**config.mk**
```make
export PLATFORM = sky130hd
export DESIGN_NAME = lsdp_cell
export DESIGN_NICKNAME = d
export VERILOG_FILES = /design/src/design/lsdp_pkg.sv /design/src/design/lsdp_cell.sv
export SDC_FILE = /design/constraint.sdc
export NUM_CORES = 1
export LEC_CHECK = 0
export ABC_AREA = 0
export BUFFER_PORTS_ARGS = -buffer_cell sky130_fd_sc_hd__buf_2
export CORE_AREA = 2 2 186 188
export DETAILED_ROUTE_END_ITERATION = 12
export DIE_AREA = 0 0 188 190
export GPL_ROUTABILITY_DRIVEN = 0
export PLACE_DENSITY = 0.74
export SKIP_CTS_REPAIR_TIMING = 1
export SLEW_MARGIN = 10
export SYNTH_ARGS = -nofsm -noshare
export SYNTH_HDL_FRONTEND = slang
export SYNTH_SLANG_ARGS = --single-unit
```
**constraint.sdc**
```tcl
create_clock -name clock -period 38.9 [get_ports clock]
set_clock_uncertainty 0.15 [all_clocks]
set_input_delay 1.945 -clock clock [delete_from_list [all_inputs] [get_ports clock]]
set_output_delay 1.945 -clock clock [all_outputs]
set_load 0.01 [all_outputs]
```
**src/design/lsdp_pkg.sv**
```systemverilog
// Shared widths, limits and the inter-cell link type of the LRU stack distance profiler.
package lsdp_pkg;

   localparam int ID_WIDTH            = 64;
   localparam int TIME_WIDTH          = 48;
   localparam int DIST_WIDTH          = 8;
   localparam int DIST_MAX            = 255;
   localparam int DEFAULT_STACK_DEPTH = 256;

   typedef struct packed {
      logic                  valid;
      logic [ID_WIDTH-1:0]   obj_id;
      logic                  hit;
      logic                  carry_valid;
      logic [ID_WIDTH-1:0]   carry_id;
      logic [TIME_WIDTH-1:0] carry_time;
      logic                  found;
      logic [DIST_WIDTH-1:0] distance;
      logic [TIME_WIDTH-1:0] prev_time;
   } link_type;

endpackage

```
**src/design/lsdp_cell.sv**
```systemverilog
// One LRU stack cell: holds one entry and swaps it with the travelling carry.
module lsdp_cell #(
   parameter int CELL_INDEX = 0
) (
   input  logic               clock,
   input  logic               reset,
   input  logic               advance,
   input  lsdp_pkg::link_type up_link,
   output lsdp_pkg::link_type down_link
);

   logic [lsdp_pkg::ID_WIDTH-1:0]   entry_id_ff, entry_id_in;
   logic [lsdp_pkg::TIME_WIDTH-1:0] entry_time_ff, entry_time_in;
   logic                            entry_valid_ff, entry_valid_in;
   lsdp_pkg::link_type              link_ff, link_in;
   logic                            match;

   assign match = up_link.valid && !up_link.hit && entry_valid_ff &&
                  (entry_id_ff == up_link.obj_id);

   always_comb begin
      entry_id_in    = entry_id_ff;
      entry_time_in  = entry_time_ff;
      entry_valid_in = entry_valid_ff;
      link_in        = up_link;
      if (up_link.valid && !up_link.hit) begin
         entry_id_in         = up_link.carry_id;
         entry_time_in       = up_link.carry_time;
         entry_valid_in      = up_link.carry_valid;
         link_in.carry_id    = entry_id_ff;
         link_in.carry_time  = entry_time_ff;
         link_in.carry_valid = entry_valid_ff;
         if (match) begin
            link_in.hit         = 1'b1;
            link_in.carry_valid = 1'b0;
            if (CELL_INDEX <= lsdp_pkg::DIST_MAX) begin
               link_in.found     = 1'b1;
               link_in.distance  = lsdp_pkg::DIST_WIDTH'(CELL_INDEX);
               link_in.prev_time = entry_time_ff;
            end
         end
      end
   end

   always_ff @(posedge clock) begin
      if (reset) begin
         entry_valid_ff <= 1'b0;
         link_ff.valid  <= 1'b0;
      end else if (advance) begin
         entry_id_ff    <= entry_id_in;
         entry_time_ff  <= entry_time_in;
         entry_valid_ff <= entry_valid_in;
         link_ff        <= link_in;
      end
   end

   assign down_link = link_ff;

endmodule

```
* Word level (Yosys, flattened, before mapping)
Cells that the tools add are included.
** Word-level totals
- Bits in latches :: 0
- Memory bits (writable) :: 0
- Memory bits (read-only) :: 0
- Bits of input ports :: 239
- Logic and storage cells :: 24
- Output and inout port bits :: 236
- Bits in registers :: 349
- Memories :: 0
** Operators by class
- $lt $le $gt $ge :: 0
- Shift-type cells :: 0
- Reduce and logical (&&, ||, !) cells :: 7
- Muxes and demuxes :: 3
- Div/mod/pow operators :: 0
- Add/sub/neg operators :: 0
- Multiply operators :: 0
- Bitwise gates (word level) :: 1
- Equal/unequal tests :: 1
** Operator list (count)
- two-way mux 171 bit :: 1
- == test 64 bit :: 1
- two-way mux 57 bit :: 1
- AND reduction 2 bit :: 2
- logical AND 1 bit :: 3
- AND reduction 3 bit :: 1
- two-way mux 2 bit :: 1
- logical NOT 1 bit :: 1
- NOT 1 bit :: 1

* Logic depth before layout (Yosys ltp)
Gate-level depths: netlist of the first run.
- Word-level depth :: 6
- Gate-level depth with buffers :: 8
- Mapped depth without buffers :: 6

* Worst setup path after synthesis of the first run
OpenSTA, ideal clock, no wires.
- Path kind :: input -> register
- Start :: input reset
- End :: register entry_id_ff[0] (netlist bit) (enable)
- Setup time :: 0.483 ns
- Path buffers :: 0
- Data required time :: 38.267 ns
- Setup slack :: 22.528 ns
- Cell stages on the path :: 2
- Data arrival time :: 15.738 ns
- Path through :: nor2b_1 -> and2_1
** On the way
- Cells in the longest elaborated chain, start to end :: 2
** RTL lines
- from (decl) :: RTL line lsdp_cell.sv:6 : input logic reset,
- NOT 1 bit (no line)
- AND reduction 3 bit (no line)
- to (signal assigned) :: RTL line lsdp_cell.sv:50 : entry_id_ff <= entry_id_in;
- to (decl) :: RTL line lsdp_cell.sv:12 : logic [lsdp_pkg::ID_WIDTH-1:0] entry_id_ff, entry_id_in;
No other way between the ends.
A chain may end at the register's enable or synchronous reset.

==> reports/results.ini, run 1 <==
[min_path]
holdCritStartpoint = down_link[235]
min_to = down_link[235]
whs_path_depth = 2
hp-class = flop to flop

[synth]
synth_edf_count = 347
yosysTopAreaCellShare = 0.790
synthArstFlopShare = 0
ys_seq_area_frac = 0.793
synth.avg_cell_area_um2 = 20.7
synth.area.top_cells = edfxtp_1 (79%), mux2_2 (14%), xor2_1 (4.2%)
synth.distinct_cells = 23
netlist_area_um2 = 13200
yosysWarnings = 0
synth_most_common_cell = edfxtp_1
ys.flop_type = edfxtp_1
syn-instance-count = 636
ys_seq_elements = 349
yosys.area.top_type = edfxtp_1
synth.top_cells.by_count = edfxtp_1 (347), mux2_2 (160), xor2_1 (64)
synth_nets = 875

[power_and_ir_drop]
seqPwrFrac = 0.514
power.density_nw_per_um2 = 49.5
clkPwrFrac = 0.410
p_sw_uw = 184
pwr-share-comb = 0.076
p_sw_frac = 0.214
p_leak_nw = 6.66
finalPower_uw = 857
ir_drop_mv = 0.0369
intPower_uw = 674

[floorplanning]
std_cell_rows = 68
die_w_um = 188
coreArea_um2 = 33900
ios = 475
start_util = 0.389
fp.dieArea_um2 = 35700
die_h_um = 190

[setup_path]
cp-end-kind = flop
cp_slowest_stage_delay_ps = 580
cp.arrival_ps = 4810
cp_slowest_cell = buf_4
worstSetupStartpoint = up_link[174]
r2r-end = down_link[28]
crit_path_max_fanout = 58
crit_type = input port to flop
worst-r2r-cell-count = 7
reg2reg_from = entry_id_ff[55]
critPathLaunchType = input port
crit_chain = buf_2 -> xor2_1 -> nor4_1 -> nand4_1 -> nor4_2 -> and2b_2 -> buf_4 -> mux2_2
path_buf_inv = 2
path_delay_family = simple AND/OR/NAND/NOR gates
crit_required_ps = 39020
ff2ff_setup_slack_ps = 35310

[clock_network]
clk_pin_slew_ps = 60
cts_tree = built
insertion_delay_ps = 530
clockRootBuffer = clkbuf_16
htree_levels = 2
numCtsBuffers = 37
cts_num_sinks = 349
clockBufferDepth = 3

[sta]
max_slew.worst_pin.slew_ps = 1070
whs_ps = 317
rsz0062_at_grt = false
finalCriticalPeriod_ps = 4690
tns_ps = 0
maxSlewViolCount = 0
slew_headroom = 0.290
fin_crit_sh = 0.121
setup_viol = 0
fmax_ghz = 0.213
setup_ws_ps = 34210
hold_viol_final = 0

[routing]
drtPass1Iterations = 4
vias = 7680
drtIter0Drc = 387
viasPerCell = 4.73
ant_nets = 0
wl_per_cell_um = 20.5
wirelength_um = 33300
drc = 0

[placed_design]
dp_hpwl_um = 23800
port_buffers = 474
place_ws_ps = 33600
dp.cells = 1553
place_area_um2 = 16100

[grt]
grt_usage = 0.178
antenna_found_initial = 5
first_global_vias = 7921
gr-total-overflow = 0
grt_pass1_wl_um = 47800
grt_max_degree = 78

[finish]
final_layout_size_suffix_gt1_frac = 0.601
stdcell_area_um2 = 17300
fin_util = 0.510
fin_cells = 1624
area_growth_pct = 31.2
fin_nets = 1376

[job]
cap_viol_max_count = 0

[status]
outcome = complete, no violations

## kinds of logic (layout without fill, tap and decap cells)
logic type,count (synthesis),after routing,share of synthesized area
buf+inv,20,548,0.00777
other cells,0,5,0
xor+xnor,64,64,0.0425
mux,161,161,0.137
compound gates,2,2,0.000853
simple gates,40,40,0.0189
flops,349,349,0.793
## routing by layer
metal | vias to the layer above | GRT usage | wire (µm) | share of wire
met5 | - | 0 | 11 | 0.00033
met4 | 2 | 0.0694 | 1060 | 0.032
met3 | 68 | 0.0446 | 1950 | 0.058
met2 | 297 | 0.302 | 17000 | 0.51
met1 | 3809 | 0.220 | 13400 | 0.40
li1 | 3504 | - | - | -
## state kept, by name, indices dropped and copies added, names as in the netlist
signal,count
down_link,236
entry_id_ff,64
entry_time_ff,48
entry_valid_ff,1
## tightest hold or removal path: cells and delay by family (launching register included)
kind | cells | cell delay [ps]
simple gates | 1 | 60
compound gates | 1 | 50
flops | 1 | 310
## worst max-delay path by stage
stage	end	slack, ps	depth (start not counted)
floorplan	entry_id_ff[0]	22530	2
global placement	down_link[29]	33600	8
detailed placement	down_link[20]	33600	8
CTS	down_link[14]	34150	8
global route	down_link[32]	34110	8
finish	down_link[28]	34210	8
## layout make-up
type,count,area [µm²]
fillers,2891,16600
flip-flops and latches,349,10500
multi-input cells,267,2650
repair buffers,481,2420
clock buffers,44,952
well taps,455,569
clock inverters,22,243
diodes,5,12.5
inverters,1,3.75
## power by group through the flow
stage               registers (mW)  clock network, mW  logic, mW
floorplan                    0.460                  0     0.0213
global placement             0.448                  0     0.0638
detailed placement           0.449                  0     0.0652
CTS                          0.441              0.359     0.0656
global route                 0.442              0.374     0.0697
finish                       0.441              0.352     0.0648
## placed cells by master (no fill, tap or decap)
cell type	synthesis	final
buf_2	1	474
mux2_2	160	160
clkbuf_16	0	37
nor2b_4	0	2
edfxtp_1	347	347
o22ai_1	1	1
and2b_2	1	1
clkinv_2	0	6
clkinvlp_4	0	3
bufinv_16	0	5
and2_4	0	1
inv_6	0	2
nand2_1	2	2
dfxtp_1	2	2
a21oi_1	1	1
nor4_2	1	1
nor2_1	2	2
clkinv_1	0	6
nor2b_1	10	8
clkbuf_1	13	7
or2_2	1	1
inv_1	1	1
nand4_1	4	4
diode_2	0	5
mux2i_1	1	1
xor2_1	64	64
nor4_1	16	16
or2_1	1	1
nand2b_1	1	1
buf_4	3	7
(Power assumes the default switching activity.)
==> inputs of run 2 (changes only) <==
- clock period: 38.9 -> 4.4 ns (I/O delays scaled with it)
==> run 2 against run 1 <==
Global-route usage about the same. Sequential power rose to 8.8 times the previous value. Cell area increased by 14%. Die area unchanged. Critical path type is now flop to flop.
==> reports/results.ini, run 2 (same netlist as run 1, synthesis figures left out) <==
[setup_path]
cp-end-kind = flop
crit_chain = xor2_1 -> nor4_1 -> nand4_1 -> nor4_2 -> and2b_2 -> buf_12 -> mux2_2
worstSetupStartpoint = entry_id_ff[43]
crit_type = flop to flop
critPathLaunchType = flop
crit_required_ps = 4500
crit_path_max_fanout = 58
cp_slowest_cell = nor4_1
cp_slowest_stage_delay_ps = 520
cp.arrival_ps = 3270
reg2reg_from = entry_id_ff[43]

[sta]
finalCriticalPeriod_ps = 3170
hold_viol_final = 0
setup_viol = 0
fmax_ghz = 0.316
slew_headroom = 0.360
fin_crit_sh = 0.720
max_slew.worst_pin.slew_ps = 960
maxSlewViolCount = 0
rsz0062_at_grt = false

[placed_design]
dp_hpwl_um = 24200
dp.cells = 1555
place_area_um2 = 16200
port_buffers = 474

[power_and_ir_drop]
p_leak_nw = 7.65
finalPower_mw = 7.69
power.density_nw_per_um2 = 391
ir_drop_mv = 0.300

[finish]
stdcell_area_um2 = 19700
largest_reg_flops = 236
final_cell_mix = buf_2 (474), edfxtp_1 (347), dlygate4sd3_1 (237), mux2_2 (160), xor2_1 (64)
area_growth_pct = 49.0
fin_nets = 1615
final_layout_size_suffix_gt1_frac = 0.497
fin_cells = 1853
layout_commonest_cell = buf_2

[floorplanning]
start_util = 0.389
fp.dieArea_um2 = 35700
die_h_um = 190
coreArea_um2 = 33900
ios = 475
std_cell_rows = 68
die_w_um = 188

[routing]
wl_per_cell_um = 20.5
wirelength_um = 38000
viasPerCell = 4.77
vias = 8832
drtIter0Drc = 546
drc = 0
ant_nets = 0
drtPass1Iterations = 5

[grt]
first_global_vias = 7831
grt_usage = 0.178
antenna_found_initial = 1
grt_pass1_wl_um = 47900
grt_max_degree = 126
gr-total-overflow = 0

[clock_network]
cts_tree = built
clk_pin_slew_ps = 60
htree_levels = 2
clockBufferDepth = 3
numCtsBuffers = 37
cts_num_sinks = 349
insertion_delay_ps = 500
clockRootBuffer = clkbuf_16

[min_path]
hp-class = input port to flop
holdCritStartpoint = up_link[235]

[job]
cap_viol_max_count = 0

[status]
outcome = complete, no violations

-- run 2: cell types whose count changed in the layout (fill, tap and decap cells not counted), sizes merged --
cell	previous run	this run
clkinvlp	3	0
inv	3	2
bufinv	5	4
dlygate4sd3	0	237
clkinv	12	11
diode	5	1
buf	481	483
-- run 2: where the power goes --
group          internal, mW  switching, mW
combinational         0.405          0.361
sequential             3.85         0.0535
clock                  1.77           1.25
total                  6.02           1.67
-- run 2: metrics by stage --
step	hold slack (ps)	worst slack [ps]	setup TNS (ps)	utilization
global route	76.9	1100	0	0.579
CTS	-277	1190	0	0.509
finish	23.5	1230	0	0.579
floorplan	139	-1680	-188510	-
global placement	259	1200	0	0.476
detailed placement	261	1200	0	0.476
-- run 2: final timing paths --
check	slack (ps)	end	cells past startpoint
min	20	entry_valid_ff	5
max	1230	down_link[27]	7
max reg2reg	1230	down_link[27]	7
min reg2reg	410	entry_valid_ff	2
-- run 2: area by class of cell --
type                            instances  area (µm²)
Fill cell                            2460       14300
Sequential cell                       349       10500
Timing Repair Buffer                  720        4850
Multi-Input combinational cell        267        2650
Clock buffer                           44         952
Tap cell                              455         569
Clock inverter                         16         178
Inverter                                1        3.75
Antenna cell                            1        2.50
-- run 2: layer usage --
layer	track usage	wire length [µm]	vias to the layer above
met5	0	0	-
met4	0.0651	1120	0
met3	0.0424	2670	89
met2	0.301	19700	453
met1	0.224	14500	4323
li1	-	-	3967
-- run 2: worst max-delay path: cells and delay by family (launching register included) --
kind,cells,cell delay [ps]
xor+xnor,1,190
buf+inv,1,290
flops,1,410
mux,1,400
simple gates,4,1430
